### config.mk
export PLATFORM = sky130hd
export DESIGN_NAME = interval_jitter_statistics_top
export DESIGN_NICKNAME = d
export VERILOG_FILES = /design/src/rtl/ijs_pkg.sv /design/src/rtl/ijs_div.sv /design/src/rtl/ijs_sqrt.sv /design/src/rtl/interval_jitter_statistics_top.sv
export VERILOG_INCLUDE_DIRS = /design/src /design/src/rtl
export SDC_FILE = /design/constraint.sdc
export NUM_CORES = 2
export LEC_CHECK = 0
export ABC_AREA = 1
export BUFFER_PORTS_ARGS = -buffer_cell sky130_fd_sc_hd__buf_2
export CORE_MARGIN = 8
export CORE_UTILIZATION = 50
export DETAILED_ROUTE_END_ITERATION = 12
export GPL_TIMING_DRIVEN = 0
export PLACE_DENSITY = 0.72
export SLEW_MARGIN = 20
export SYNTH_ARGS = -nofsm -noshare
export SYNTH_HDL_FRONTEND = slang
export SYNTH_SLANG_ARGS = --single-unit
### constraint.sdc
create_clock -name clk -period 4.2 [get_ports clk]
set_input_delay 0.84 -clock clk [delete_from_list [all_inputs] [get_ports clk]]
set_output_delay 0.84 -clock clk [all_outputs]
set_load 0.005 [all_outputs]
### src/rtl/assert_macros.svh
// assertion helpers shared by the rtl
`ifndef ASSERT_MACROS_SVH
`define ASSERT_MACROS_SVH
`ifndef SYNTHESIS
`define IJS_ASSERT(lbl, clk, rstn, expr, msg) \
    lbl: assert property (@(posedge clk) disable iff (!(rstn)) (expr)) else $error(msg);
`define IJS_ASSERT_IMPLY(lbl, clk, rstn, ante, cons, msg) \
    lbl: assert property (@(posedge clk) disable iff (!(rstn)) (ante) |-> (cons)) \
        else $error(msg);
`else
`define IJS_ASSERT(lbl, clk, rstn, expr, msg)
`define IJS_ASSERT_IMPLY(lbl, clk, rstn, ante, cons, msg)
`endif
`endif

### src/rtl/ijs_pkg.sv
`timescale 1ns / 1ps
`default_nettype none
package ijs_pkg;
    localparam int INTERVAL_BITS_DEF = 24;
    localparam int FRACTION_BITS_DEF = 16;
    localparam int INDEX_BITS_DEF    = 21;
    localparam int VAR_BITS          = 64;
    localparam int ROOT_BITS         = 32;
    localparam int SAMPLE_COUNT_RESET = 1000;

    localparam logic OP_START  = 1'b0;
    localparam logic OP_SAMPLE = 1'b1;

    localparam logic REG_SAMPLE_COUNT = 1'b0;
    localparam logic REG_NOMINAL      = 1'b1;

    typedef enum logic [3:0] {
        S_IDLE,
        S_DQ_GO,
        S_DQ_WAIT,
        S_SQ,
        S_SCALE,
        S_DV_GO,
        S_DV_WAIT,
        S_SQRT_GO,
        S_SQRT_WAIT,
        S_OUT
    } state_t;
endpackage
`default_nettype wire

### src/rtl/ijs_div.sv
`timescale 1ns / 1ps
`default_nettype none
module ijs_div
    import ijs_pkg::*;
#(
    parameter int DIVISOR_BITS = INDEX_BITS_DEF + 1
)
(
    input  wire logic                    clk,
    input  wire logic                    rst_n,
    input  wire logic                    start,
    input  wire logic [VAR_BITS-1:0]     dividend,
    input  wire logic [DIVISOR_BITS-1:0] divisor,
    output logic                         done,
    output logic [VAR_BITS-1:0]          quotient
);
    localparam int CW = $clog2(VAR_BITS + 1);

    logic [VAR_BITS-1:0]     work_reg;
    logic [DIVISOR_BITS-1:0] div_reg;
    logic [DIVISOR_BITS-1:0] rem_reg;
    logic [CW-1:0]           cnt_reg;
    logic                    busy_reg;
    logic                    done_reg;
    logic [DIVISOR_BITS:0]   rem_sh;
    logic                    fits;

    // one quotient bit per cycle, restoring
    always_comb
    begin
        rem_sh = {rem_reg, work_reg[VAR_BITS-1]};
        fits   = (rem_sh >= {1'b0, div_reg});
    end

    always_ff @(posedge clk or negedge rst_n)
    begin
        if (!rst_n)
        begin
            busy_reg <= 1'b0;
            done_reg <= 1'b0;
            cnt_reg  <= '0;
        end
        else
        begin
            done_reg <= 1'b0;
            if (start)
            begin
                busy_reg <= 1'b1;
                cnt_reg  <= CW'(VAR_BITS);
            end
            else if (busy_reg)
            begin
                cnt_reg <= cnt_reg - 1'b1;
                if (cnt_reg == CW'(1))
                begin
                    busy_reg <= 1'b0;
                    done_reg <= 1'b1;
                end
            end
        end
    end

    // shift register holds dividend bits above, quotient bits below
    always_ff @(posedge clk)
    begin
        if (start)
        begin
            work_reg <= dividend;
            div_reg  <= divisor;
            rem_reg  <= '0;
        end
        else if (busy_reg)
        begin
            work_reg <= {work_reg[VAR_BITS-2:0], fits};
            rem_reg  <= fits ? DIVISOR_BITS'(rem_sh - {1'b0, div_reg})
                             : DIVISOR_BITS'(rem_sh);
        end
    end

    assign done     = done_reg;
    assign quotient = work_reg;
endmodule
`default_nettype wire

### src/rtl/ijs_sqrt.sv
`timescale 1ns / 1ps
`default_nettype none
module ijs_sqrt
    import ijs_pkg::*;
(
    input  wire logic                 clk,
    input  wire logic                 rst_n,
    input  wire logic                 start,
    input  wire logic [VAR_BITS-1:0]  value,
    output logic                      done,
    output logic [ROOT_BITS-1:0]      root
);
    localparam int CW = $clog2(ROOT_BITS + 1);
    localparam int RW = ROOT_BITS + 2;

    logic [VAR_BITS-1:0]  val_reg;
    logic [ROOT_BITS-1:0] root_reg;
    logic [RW-1:0]        rem_reg;
    logic [CW-1:0]        cnt_reg;
    logic                 busy_reg;
    logic                 done_reg;
    logic [RW-1:0]        rem_sh;
    logic [RW-1:0]        trial;
    logic                 fits;

    // two radicand bits per cycle, one root digit
    always_comb
    begin
        rem_sh = {rem_reg[RW-3:0], val_reg[VAR_BITS-1 -: 2]};
        trial  = {root_reg, 2'b01};
        fits   = (rem_sh >= trial);
    end

    always_ff @(posedge clk or negedge rst_n)
    begin
        if (!rst_n)
        begin
            busy_reg <= 1'b0;
            done_reg <= 1'b0;
            cnt_reg  <= '0;
        end
        else
        begin
            done_reg <= 1'b0;
            if (start)
            begin
                busy_reg <= 1'b1;
                cnt_reg  <= CW'(ROOT_BITS);
            end
            else if (busy_reg)
            begin
                cnt_reg <= cnt_reg - 1'b1;
                if (cnt_reg == CW'(1))
                begin
                    busy_reg <= 1'b0;
                    done_reg <= 1'b1;
                end
            end
        end
    end

    always_ff @(posedge clk)
    begin
        if (start)
        begin
            val_reg  <= value;
            root_reg <= '0;
            rem_reg  <= '0;
        end
        else if (busy_reg)
        begin
            val_reg  <= {val_reg[VAR_BITS-3:0], 2'b00};
            root_reg <= {root_reg[ROOT_BITS-2:0], fits};
            rem_reg  <= fits ? (rem_sh - trial) : rem_sh;
        end
    end

    assign done = done_reg;
    assign root = root_reg;
endmodule
`default_nettype wire

### src/rtl/interval_jitter_statistics_top.sv
`timescale 1ns / 1ps
`default_nettype none
// Interval jitter statistics.
// Input channel (in_valid/in_stall): operation 0 arms a run seeded with the
// nominal interval, operation 1 delivers one interval sample in ticks.
// Output channel (out_valid/out_stall): one word per finished run with mean
// and standard deviation (Q24.16), min, max and the sample index of each.
// Configuration: cfg_we/cfg_index/cfg_data, write only while idle.
// A sample runs, from acceptance to the next acceptance, through two
// passes of the bit-serial divider (one quotient bit per cycle), a bit-serial
// square of the mean step and a bit-serial scale by index+1. A mean step
// wider than 32 bits skips the square and the scale. The last sample of a
// run adds the square root, one root bit per cycle.
// Samples arriving while not armed are dropped.
// Reset clears the run state and loads sample_count = 1000, nominal = 0.
// The result sits in an output register; the block keeps accepting words
// while it waits, but stalls its input while it processes a sample, and
// also if a run finishes before the previous result is taken.
module interval_jitter_statistics_top
    import ijs_pkg::*;
#(
    parameter int INTERVAL_BITS = INTERVAL_BITS_DEF,
    parameter int FRACTION_BITS = FRACTION_BITS_DEF,
    parameter int INDEX_BITS    = INDEX_BITS_DEF
)
(
    input  wire logic                                   clk,
    input  wire logic                                   rst_n,
    input  wire logic                                   cfg_we,
    input  wire logic                                   cfg_index,
    input  wire logic [((INTERVAL_BITS > INDEX_BITS) ?
                        INTERVAL_BITS : INDEX_BITS)-1:0] cfg_data,
    input  wire logic                                   in_valid,
    output logic                                        in_stall,
    input  wire logic                                   operation,
    input  wire logic [INTERVAL_BITS-1:0]               interval_ticks,
    output logic                                        out_valid,
    input  wire logic                                   out_stall,
    output logic [INTERVAL_BITS+FRACTION_BITS-1:0]      mean_interval,
    output logic [INTERVAL_BITS+FRACTION_BITS-1:0]      std_interval,
    output logic [INTERVAL_BITS-1:0]                    max_interval,
    output logic [INDEX_BITS-1:0]                       max_position,
    output logic [INTERVAL_BITS-1:0]                    min_interval,
    output logic [INDEX_BITS-1:0]                       min_position
);
`include "assert_macros.svh"

    localparam int MW = INTERVAL_BITS + FRACTION_BITS;
    localparam int NW = INDEX_BITS + 1;
    localparam int MCW = $clog2(ROOT_BITS + 1);
    localparam logic [INDEX_BITS-1:0] COUNT_RST = INDEX_BITS'(SAMPLE_COUNT_RESET);

    state_t state_reg, state_next;

    logic [INDEX_BITS-1:0]    sample_count_reg;
    logic [INTERVAL_BITS-1:0] nominal_reg;
    logic                     armed_reg;
    logic [INDEX_BITS-1:0]    idx_reg;
    logic [MW-1:0]            mean_reg;
    logic [VAR_BITS-1:0]      var_reg;
    logic [INTERVAL_BITS-1:0] max_reg;
    logic [INDEX_BITS-1:0]    max_idx_reg;
    logic [INTERVAL_BITS-1:0] min_reg;
    logic [INDEX_BITS-1:0]    min_idx_reg;
    logic [MW-1:0]            diff_reg;
    logic                     neg_reg;
    logic [VAR_BITS-1:0]      term_reg;

    // serial multiplier
    logic [VAR_BITS-1:0]  acc_reg;
    logic [VAR_BITS-1:0]  mcand_reg;
    logic [ROOT_BITS-1:0] mplier_reg;
    logic [MCW-1:0]       mcnt_reg;
    logic [VAR_BITS:0]    mul_sum;
    logic [VAR_BITS-1:0]  mul_next;

    logic                 out_valid_reg;
    logic [MW-1:0]        out_mean_reg;
    logic [MW-1:0]        out_std_reg;
    logic [INTERVAL_BITS-1:0] out_max_reg;
    logic [INDEX_BITS-1:0]    out_max_idx_reg;
    logic [INTERVAL_BITS-1:0] out_min_reg;
    logic [INDEX_BITS-1:0]    out_min_idx_reg;

    logic                 in_take;
    logic                 sample_ok;
    logic [MW-1:0]        t_val;
    logic [NW-1:0]        n1;
    logic                 div_start;
    logic                 div_done;
    logic [VAR_BITS-1:0]  div_dividend;
    logic [NW-1:0]        div_divisor;
    logic [VAR_BITS-1:0]  div_q;
    logic                 sqrt_start;
    logic                 sqrt_done;
    logic [ROOT_BITS-1:0] sqrt_root;
    logic [MW-1:0]        q_val;
    logic                 q_big;
    logic [VAR_BITS-1:0]  keep;
    logic [VAR_BITS:0]    var_sum;
    logic                 out_free;

    // arithmetic units; the divider is shared by both passes
    ijs_div #(.DIVISOR_BITS(NW)) u_div (
        .clk      (clk),
        .rst_n    (rst_n),
        .start    (div_start),
        .dividend (div_dividend),
        .divisor  (div_divisor),
        .done     (div_done),
        .quotient (div_q)
    );

    ijs_sqrt u_sqrt (
        .clk   (clk),
        .rst_n (rst_n),
        .start (sqrt_start),
        .value (var_reg),
        .done  (sqrt_done),
        .root  (sqrt_root)
    );

    // datapath helpers
    always_comb
    begin
        in_take   = in_valid && !in_stall;
        sample_ok = armed_reg && (idx_reg <= sample_count_reg) && (idx_reg != '0);
        t_val     = {interval_ticks, {FRACTION_BITS{1'b0}}};
        n1        = NW'({1'b0, idx_reg} + 1'b1);
        q_val     = div_q[MW-1:0];
        q_big     = ({{(VAR_BITS-MW){1'b0}}, q_val} > VAR_BITS'(64'hFFFF_FFFF));
        keep      = var_reg - div_q;
        var_sum   = {1'b0, keep} + {1'b0, term_reg};
        mul_sum   = {1'b0, acc_reg[VAR_BITS-2:0], 1'b0}
                  + (mplier_reg[ROOT_BITS-1] ? {1'b0, mcand_reg} : '0);
        mul_next  = (acc_reg[VAR_BITS-1] || mul_sum[VAR_BITS]) ? '1
                                                              : mul_sum[VAR_BITS-1:0];
        out_free  = !out_valid_reg || !out_stall;
    end

    // next state
    always_comb
    begin
        state_next = state_reg;
        unique case (state_reg)
            S_IDLE:
            begin
                if (in_valid && operation == OP_SAMPLE && sample_ok)
                    state_next = S_DQ_GO;
            end
            S_DQ_GO:     state_next = S_DQ_WAIT;
            S_DQ_WAIT:
            begin
                if (div_done)
                    state_next = q_big ? S_DV_GO : S_SQ;
            end
            S_SQ:
            begin
                if (mcnt_reg == MCW'(1))
                    state_next = S_SCALE;
            end
            S_SCALE:
            begin
                if (mcnt_reg == MCW'(1))
                    state_next = S_DV_GO;
            end
            S_DV_GO:     state_next = S_DV_WAIT;
            S_DV_WAIT:
            begin
                if (div_done)
                    state_next = (idx_reg == sample_count_reg) ? S_SQRT_GO : S_IDLE;
            end
            S_SQRT_GO:   state_next = S_SQRT_WAIT;
            S_SQRT_WAIT:
            begin
                if (sqrt_done)
                    state_next = S_OUT;
            end
            S_OUT:
            begin
                if (out_free)
                    state_next = S_IDLE;
            end
            default:     state_next = S_IDLE;
        endcase
    end

    // control outputs
    always_comb
    begin
        in_stall     = (state_reg != S_IDLE);
        div_start    = (state_reg == S_DQ_GO) || (state_reg == S_DV_GO);
        div_dividend = (state_reg == S_DQ_GO) ? {{(VAR_BITS-MW){1'b0}}, diff_reg} : var_reg;
        div_divisor  = (state_reg == S_DQ_GO) ? n1 : {1'b0, idx_reg};
        sqrt_start   = (state_reg == S_SQRT_GO);
    end

    always_ff @(posedge clk or negedge rst_n)
    begin
        if (!rst_n)
        begin
            state_reg        <= S_IDLE;
            sample_count_reg <= COUNT_RST;
            nominal_reg      <= '0;
            armed_reg        <= 1'b0;
            idx_reg          <= INDEX_BITS'(1);
            out_valid_reg    <= 1'b0;
        end
        else
        begin
            state_reg <= state_next;
            if (cfg_we)
            begin
                unique case (cfg_index)
                    REG_SAMPLE_COUNT: sample_count_reg <= cfg_data[INDEX_BITS-1:0];
                    REG_NOMINAL:      nominal_reg      <= cfg_data[INTERVAL_BITS-1:0];
                    default:          ;
                endcase
            end
            if (in_take && operation == OP_START)
            begin
                armed_reg <= 1'b1;
                idx_reg   <= INDEX_BITS'(1);
            end
            if (state_reg == S_DV_WAIT && div_done && idx_reg != sample_count_reg)
                idx_reg <= n1[INDEX_BITS-1:0];
            if (state_reg == S_OUT && out_free)
            begin
                idx_reg   <= n1[INDEX_BITS-1:0];
                armed_reg <= 1'b0;
            end
            // output word register
            if (state_reg == S_OUT && out_free)
                out_valid_reg <= 1'b1;
            else if (out_valid_reg && !out_stall)
                out_valid_reg <= 1'b0;
        end
    end

    // run statistics
    always_ff @(posedge clk or negedge rst_n)
    begin
        if (!rst_n)
        begin
            mean_reg    <= '0;
            var_reg     <= '0;
            max_reg     <= '0;
            max_idx_reg <= '0;
            min_reg     <= '0;
            min_idx_reg <= '0;
        end
        else if (in_take && operation == OP_START)
        begin
            mean_reg    <= {nominal_reg, {FRACTION_BITS{1'b0}}};
            var_reg     <= '0;
            max_reg     <= nominal_reg;
            min_reg     <= nominal_reg;
            max_idx_reg <= '0;
            min_idx_reg <= '0;
        end
        else
        begin
            if (in_take && sample_ok)
            begin
                if (interval_ticks > max_reg)
                begin
                    max_reg     <= interval_ticks;
                    max_idx_reg <= idx_reg;
                end
                if (interval_ticks < min_reg)
                begin
                    min_reg     <= interval_ticks;
                    min_idx_reg <= idx_reg;
                end
            end
            if (state_reg == S_DQ_WAIT && div_done)
                mean_reg <= neg_reg ? (mean_reg - q_val) : (mean_reg + q_val);
            if (state_reg == S_DV_WAIT && div_done)
                var_reg <= var_sum[VAR_BITS] ? '1 : var_sum[VAR_BITS-1:0];
        end
    end

    // mean step, square and scale, and the output word
    always_ff @(posedge clk)
    begin
        if (in_take)
        begin
            neg_reg  <= (t_val < mean_reg);
            diff_reg <= (t_val < mean_reg) ? (mean_reg - t_val) : (t_val - mean_reg);
        end
        if (state_reg == S_DQ_WAIT && div_done)
        begin
            term_reg   <= '1;
            acc_reg    <= '0;
            mcand_reg  <= {{(VAR_BITS-MW){1'b0}}, q_val};
            mplier_reg <= ROOT_BITS'(q_val);
            mcnt_reg   <= MCW'(ROOT_BITS);
        end
        else if (state_reg == S_SQ)
        begin
            mplier_reg <= {mplier_reg[ROOT_BITS-2:0], 1'b0};
            mcnt_reg   <= mcnt_reg - 1'b1;
            if (mcnt_reg == MCW'(1))
            begin
                acc_reg    <= '0;
                mcand_reg  <= mul_next;
                mplier_reg <= ROOT_BITS'(n1) << (ROOT_BITS - NW);
                mcnt_reg   <= MCW'(NW);
            end
            else
                acc_reg <= mul_next;
        end
        else if (state_reg == S_SCALE)
        begin
            acc_reg    <= mul_next;
            mplier_reg <= {mplier_reg[ROOT_BITS-2:0], 1'b0};
            mcnt_reg   <= mcnt_reg - 1'b1;
            if (mcnt_reg == MCW'(1))
                term_reg <= mul_next;
        end
        if (state_reg == S_OUT && out_free)
        begin
            out_mean_reg    <= mean_reg;
            out_std_reg     <= MW'(sqrt_root);
            out_max_reg     <= max_reg;
            out_max_idx_reg <= max_idx_reg;
            out_min_reg     <= min_reg;
            out_min_idx_reg <= min_idx_reg;
        end
    end

    assign out_valid     = out_valid_reg;
    assign mean_interval = out_mean_reg;
    assign std_interval  = out_std_reg;
    assign max_interval  = out_max_reg;
    assign max_position  = out_max_idx_reg;
    assign min_interval  = out_min_reg;
    assign min_position  = out_min_idx_reg;

    `IJS_ASSERT_IMPLY(a_div_done_state, clk, rst_n, div_done, (state_reg == S_DQ_WAIT) || (state_reg == S_DV_WAIT), "divider finished outside a wait state")
    `IJS_ASSERT_IMPLY(a_sqrt_done_state, clk, rst_n, sqrt_done, state_reg == S_SQRT_WAIT, "square root finished outside its wait state")
    `IJS_ASSERT_IMPLY(a_out_from_run, clk, rst_n, $rose(out_valid_reg), $past(state_reg == S_OUT) && !armed_reg, "result word without a finished run")
endmodule
`default_nettype wire
-- Word level (Yosys, flattened, before mapping)
Index checks and enable logic that the tools add are counted.
- add/subtract/negate cells: 13
- magnitude comparators: 7
- bitwise gates (word level): 3
- mux-type cells: 75
- eq/ne operators: 21
- reduce and logical (&&, ||, !) cells: 43
- operators by type and width (cell ; number):
    2-to-1 mux 64 bit ; 13
    2-to-1 mux 40 bit ; 7
    2-to-1 mux 21 bit ; 10
    2-to-1 mux 32 bit ; 5
    2-to-1 mux 24 bit ; 6
    adder 64 x 64 -> 65 bit ; 2
    subtractor 40 bit ; 3
    subtractor 64 bit ; 1
    adder 40 bit ; 1
    greater-than comparator 40 x 32 -> 1 bit, second input constant ; 1
    less-than comparator 40 bit ; 1
    case mux 4 bit (10 select lines) ; 1
    >= comparator 34 bit ; 1
    subtractor 32 bit ; 1
    2-to-1 mux 6 bit ; 5
    2-to-1 mux 4 bit ; 7
    greater-than comparator 24 bit ; 1
    less-than comparator 24 bit ; 1
    nonzero test 2 bit ; 12
    >= comparator 23 x 22 -> 1 bit ; 1
    adder 21 x 1 -> 22 bit, second input constant ; 1
    2-to-1 mux 22 bit ; 1
    subtractor 22 bit ; 1
    == test 21 bit ; 1
    26 further kinds ; 78
- logic and storage cells: 201
- input port bits: 55
- register bits: 952
- output and inout bits: 172

-- Logic depth before layout (Yosys ltp)
- depth in word-level cells: 7
- gate-level depth with buffers: 32
- gate-level depth less buffers: 32

-- Hierarchy
From an unflattened synthesis, not the netlist that was laid out.
- cells, all modules: 10164
- area total of the unflattened synthesis: 68117.8 sq um
- modules (own cells, without submodules) (module ; instances ; area each (sq um) ; cells each):
    interval_jitter_statistics_top ; 1 ; 53450.0 ; 8171
    ijs_sqrt ; 1 ; 8109.0 ; 1157
    ijs_div ; 1 ; 6558.8 ; 836

-- Least setup slack after synthesis
Ideal clock, no wire load.
- path kind: input port to flip-flop
- start point: input port out_stall
- end point: register out_max_reg[0] (netlist: max_interval[0]) (enable)
- data arrival time: 4.140 ns
- stages: 3
- buffers on the path: 0
- setup slack: -0.455 ns
- path through: nand2_1 > nand2_1 > inv_1
- word-level cells in the longest chain between the ends: 3
- ends and longest elaborated chain (item ; RTL line ; RTL):
    start: declaration ; interval_jitter_statistics_top.sv:38 ; input wire logic out_stall,
    logical NOT 1 bit ; interval_jitter_statistics_top.sv:138 ; out_free = !out_valid_reg || !out_stall;
    logical OR 1 bit ; interval_jitter_statistics_top.sv:138 ;
    logical AND 1 bit ; interval_jitter_statistics_top.sv:321 ; if (state_reg == S_OUT && out_free)
    end signal: assignment ; interval_jitter_statistics_top.sv:325 ; out_max_reg <= max_reg;
    end: declaration ; interval_jitter_statistics_top.sv:80 ; logic [INTERVAL_BITS-1:0] out_max_reg;
Every way passes these cells.
A chain may end at the register's enable or synchronous reset.

-- Worst setup path after layout
- start point: register u_div.work_reg[0] (netlist: u_div.quotient[0])
- end point: register var_reg[63]
- word-level cells in the longest chain between the ends: 5
- ends and longest elaborated chain (item ; RTL line ; RTL):
    start: declaration ; ijs_div.sv:19 ; logic [VAR_BITS-1:0] work_reg;
    start signal: assignment ; ijs_div.sv:68 ; work_reg <= dividend;
    start signal: assignment ; ijs_div.sv:74 ; work_reg <= {work_reg[VAR_BITS-2:0], fits};
    subtractor 64 bit ; interval_jitter_statistics_top.sv:132 ; keep = var_reg - div_q;
    adder 64 x 64 -> 65 bit ; interval_jitter_statistics_top.sv:133 ; var_sum = {1'b0, keep} + {1'b0, term_reg};
    2-to-1 mux 64 bit ; interval_jitter_statistics_top.sv:279 ; var_reg <= var_sum[VAR_BITS] ? '1 : var_sum[VAR_BITS-1:0];
    2-to-1 mux 64 bit ; interval_jitter_statistics_top.sv:278 ; if (state_reg == S_DV_WAIT && div_done)
    2-to-1 mux 64 bit ; interval_jitter_statistics_top.sv:252 ; else if (in_take && operation == OP_START)
    end signal: assignment ; interval_jitter_statistics_top.sv:279 ;
    end: declaration ; interval_jitter_statistics_top.sv:60 ; logic [VAR_BITS-1:0] var_reg;
Every way passes these cells. The select of a mux whose other input is x is not followed.

==> run metrics <==
Hold Path End nominal_reg[22]$_DFFE_PN0P_; Via density 5.52; initial antenna violation count 7; hold_sp cfg_data[22]; max-cap violation count 0; Combinational Power Share 2.9%; CTS tree built; pin count of the biggest net entering global routing 97; r2r startpoint u_div.quotient[0]$_DFFE_PP_; Final Skew 0.0815 ns; Net Sw Frac 23.1%; Final WS setup -0.0324 ns; die area 146000 sq um; Initial Util 50.3%; placed instance area 70600 sq um; port buffer count 218; Hold Vio Cnt, Final 0; global route hottest layer met2; CTS Buf Count 103; Seq/Total Area, Yosys 37.0%; Core ar. 133000 sq um; Startpoint Class flop; Crit Path Category reg2reg; clock buffer depth 3; VDD IR-drop max 0.000305 V; GRT met3 Usage 5.56%; Die Width 382 microns; Hold Worst Slack 0.307 ns; Pint 15.4 mW; Total Wirelength 272000 microns; final setup violation count 11; failing checks setup timing; Mapped Cells 9741; fin crit share 101%; Layout fillers 12600; placed cells 11700; Detail Route Antenna Nets 0; maximum clock frequency 236 MHz; net load switching power 4.61 mW; R2R depth 25; Synth async-reset ratio 29.7%; Worst slew margin 17.8%; Power Density 250 nW/um^2; global routing usage on met2 59.0%; Leak 41.0 nW; worst slew pin tran 1.23 ns; floorplan row count 134; RSZ-0062 raised after global routing yes; clk sink count 952; clk slew on worst S/H paths 0.06 ns; global route overflow 0; vias in the first global route 63700; ys flop type edfxtp_1; global-route wire length before repair 397000 microns; Layout area overhead 19.3%; Avg Synthesized Cell Area 6.87 sq um; First DRT Iteration DRCs 6357; critical path fanouts, max 4; #FFs+latches synth 952; internal reg-to-reg setup slack -0.03 ns; GR Layer Usage met1 43.5%; Clock Tree Root clkbuf_16; Hold Path Stages 2; Initial DRT Pass Iterations 7; detailed-route via count 66900; Critical Path End Type flop; Ports 227; CP Data Arrival Time 4.81 ns; share of cells above drive strength 1 14.5%; worst hold path type in2reg; Warnings, synthesis 0; DR WL/cell 22.4 microns; Clk Latency, worst-skew pair 0.77 ns; H-tree levels 3; Critical R2R Capture var_reg[63]$_DFFE_PN0P_; Setup WS pre-CTS -1.94 ns; Synth Cell Area 66900 sq um; Total GRT Usage 35.6%; gpl congestion 1.04; synth unique cells 63; Layout Cells excl Fill 12100; Seq pwr share 48.7%; Clk pwr share 48.3%; fin util 59.9%; number of remaining DRC errors 0; Final nets 10700; number of flops mapped to enable cells by yosys 425; Final Slew Violations 0; Die Ht 382 microns; Worst Path Required 4.78 ns; status complete, but fails checks; final instance area 79800 sq um; Final min period 4.23 ns; DP HPWL 221000 microns
[synth_stat cells (9+ instances only)]
cell	count	area share, %
dfxtp_1	244	7.3
nor3_1	91	0.68
buf_1	19	0.11
inv_1	1578	8.9
o21a_1	14	0.16
buf_4	15	0.17
nand3_2	34	0.51
xnor2_1	55	0.72
nand2_4	12	0.20
or2_2	13	0.12
a21boi_0	9	0.10
edfxtp_1	425	19
o211ai_1	34	0.38
o21ai_1	58	0.43
nand4_1	99	0.93
a21oi_1	481	3.6
nor2_2	11	0.10
nor2_1	683	3.8
o21bai_1	37	0.42
ha_1	416	7.8
nand2_1	3468	19
a31oi_1	13	0.12
nand3b_1	47	0.53
clkbuf_1	135	0.76
o221ai_1	43	0.56
nand3_1	510	3.8
xor2_1	183	2.4
o22ai_1	73	0.68
buf_2	48	0.36
inv_2	15	0.084
and2_1	13	0.12
buf_6	10	0.17
a21o_1	27	0.30
nand2_2	22	0.21
nor4_1	27	0.25
dfrtp_1	276	10
o21ai_0	432	3.2
[layout by cell type (no fill, tap or decap), types with 17 or more instances in the layout]
cell type  count
a21oi_2       66
o21ai_0      371
xor2_1       164
clkbuf_16    106
xnor2_1       49
nand2_2      168
nor2_2        73
nor4_1        20
o21ai_2       33
nor3_1        75
a21o_1        27
nor3_2        17
a21oi_1      405
ha_4          82
inv_1       1514
ha_1         325
buf_4        175
o221ai_1      43
inv_2         61
o21bai_1      31
nand4_1       99
dfxtp_1      244
nor2_1       581
dfrtp_1      276
nand2_1     3255
buf_1         18
nand3_1      458
clkinv_2      19
nand3b_1      47
o21ai_1       81
o211ai_1      34
edfxtp_1     425
clkbuf_1     146
nand3_2       54
nand3_4       32
nor2_4        44
nand2_4       74
buf_2        264
o22ai_1       73
[power by group through the flow]
| stage | clock [mW] | combinational (mW) | sequential, mW |
|---|---|---|---|
| 3_5_place_dp | 0 | 0.581 | 9.93 |
| 5_1_grt | 10.1 | 0.657 | 9.74 |
| 6_report | 9.66 | 0.588 | 9.74 |
| 4_1_cts | 9.74 | 0.585 | 9.73 |
| 3_3_place_gp | 0 | 0.561 | 9.92 |
| 2_1_floorplan | 0 | 0.325 | 9.91 |
[worst max-delay path by stage]
stage | from | to | slack [ns] | depth (start not counted)
after floorplan | out_stall | max_interval[0]$_DFFE_PP_ | 0.37 | 3
after global placement | rst_n | min_idx_reg[3]$_DFFE_PN0P_ | -3.47 | 1
after detailed placement | var_reg[0]$_DFFE_PN0P_ | var_reg[45]$_DFFE_PN0P_ | -1.94 | 32
after CTS | u_div.quotient[0]$_DFFE_PP_ | mean_reg[37]$_DFFE_PN0P_ | -0.04 | 21
after global routing | u_div.quotient[32]$_DFFE_PP_ | var_reg[37]$_DFFE_PN0P_ | -0.22 | 29
final | u_div.quotient[0]$_DFFE_PP_ | var_reg[63]$_DFFE_PN0P_ | -0.03 | 25
[layout make-up]
class,count,area (sq um),share of cell area [%]
Antenna cell,5,12.5,0.0157
Buffer,231,1110,1.39
Clock buffer,134,2830,3.54
Clock inverter,60,753,0.944
Inverter,1600,6080,7.61
Multi-Input combinational cell,6961,39200,49.1
Sequential cell,952,24700,31.0
Tap cell,1768,2210,2.77
Timing Repair Buffer,409,2930,3.67
[per-layer routing]
layer,routed length [microns],vias to the layer above
met5,13,-
met4,22400,2
met3,19500,713
met2,123000,2742
met1,106000,31400
li1,-,32100
[worst max-delay path, cell delays in order, from the launching register on]
cell and delay (ns):
edfxtp_1 0.48, ha_4 0.20, inv_4 0.04, fa_2 0.39
nand3_2 0.08, nand2_2 0.06, nand2_2 0.08, nand2_4 0.07
a21oi_4 0.20, o211ai_1 0.11, buf_4 0.21, buf_6 0.14
xor2_4 0.18, ha_4 0.30, buf_4 0.12, nand2_2 0.08
nor2_2 0.17, nand2_1 0.16, nor2_1 0.21, nand2_1 0.12
nand2_4 0.14, nand2_2 0.11, nand3_1 0.13, nand3_4 0.13
nand2_1 0.08, nand2_1 0.06
[through the flow]
stage,setup TNS [ns],power [mW]
global route,-8.87,20.5
CTS,-0.130,20.1
finish,-0.163,20.0
floorplan,0,10.2
detailed placement,-104.81,10.5
global placement,-1405.29,10.5
[kinds of logic after synthesis]
kind of cell	share of synthesized area (%)
AND/OR/NAND/NOR	31.1
buffers and inverters	10.6
AO/OA/AOI/OAI	10.2
flip-flops	37.0
adder cells (fa/ha/maj)	7.96
XOR/XNOR	3.12
multiplexers	0.0505
other	0.00560
[repair_timing]
item                                    4_1_cts  5_1_grt
resized for setup                           620      416
endpoints found under the hold margin        20        0
setup buffers                               102       71
pin swaps                                    69      106
endpoints found under the setup margin       90       90
hold buffers                                  1        0
gates cloned                                  4        2
Note: power is estimated with default switching activity, not from simulation.
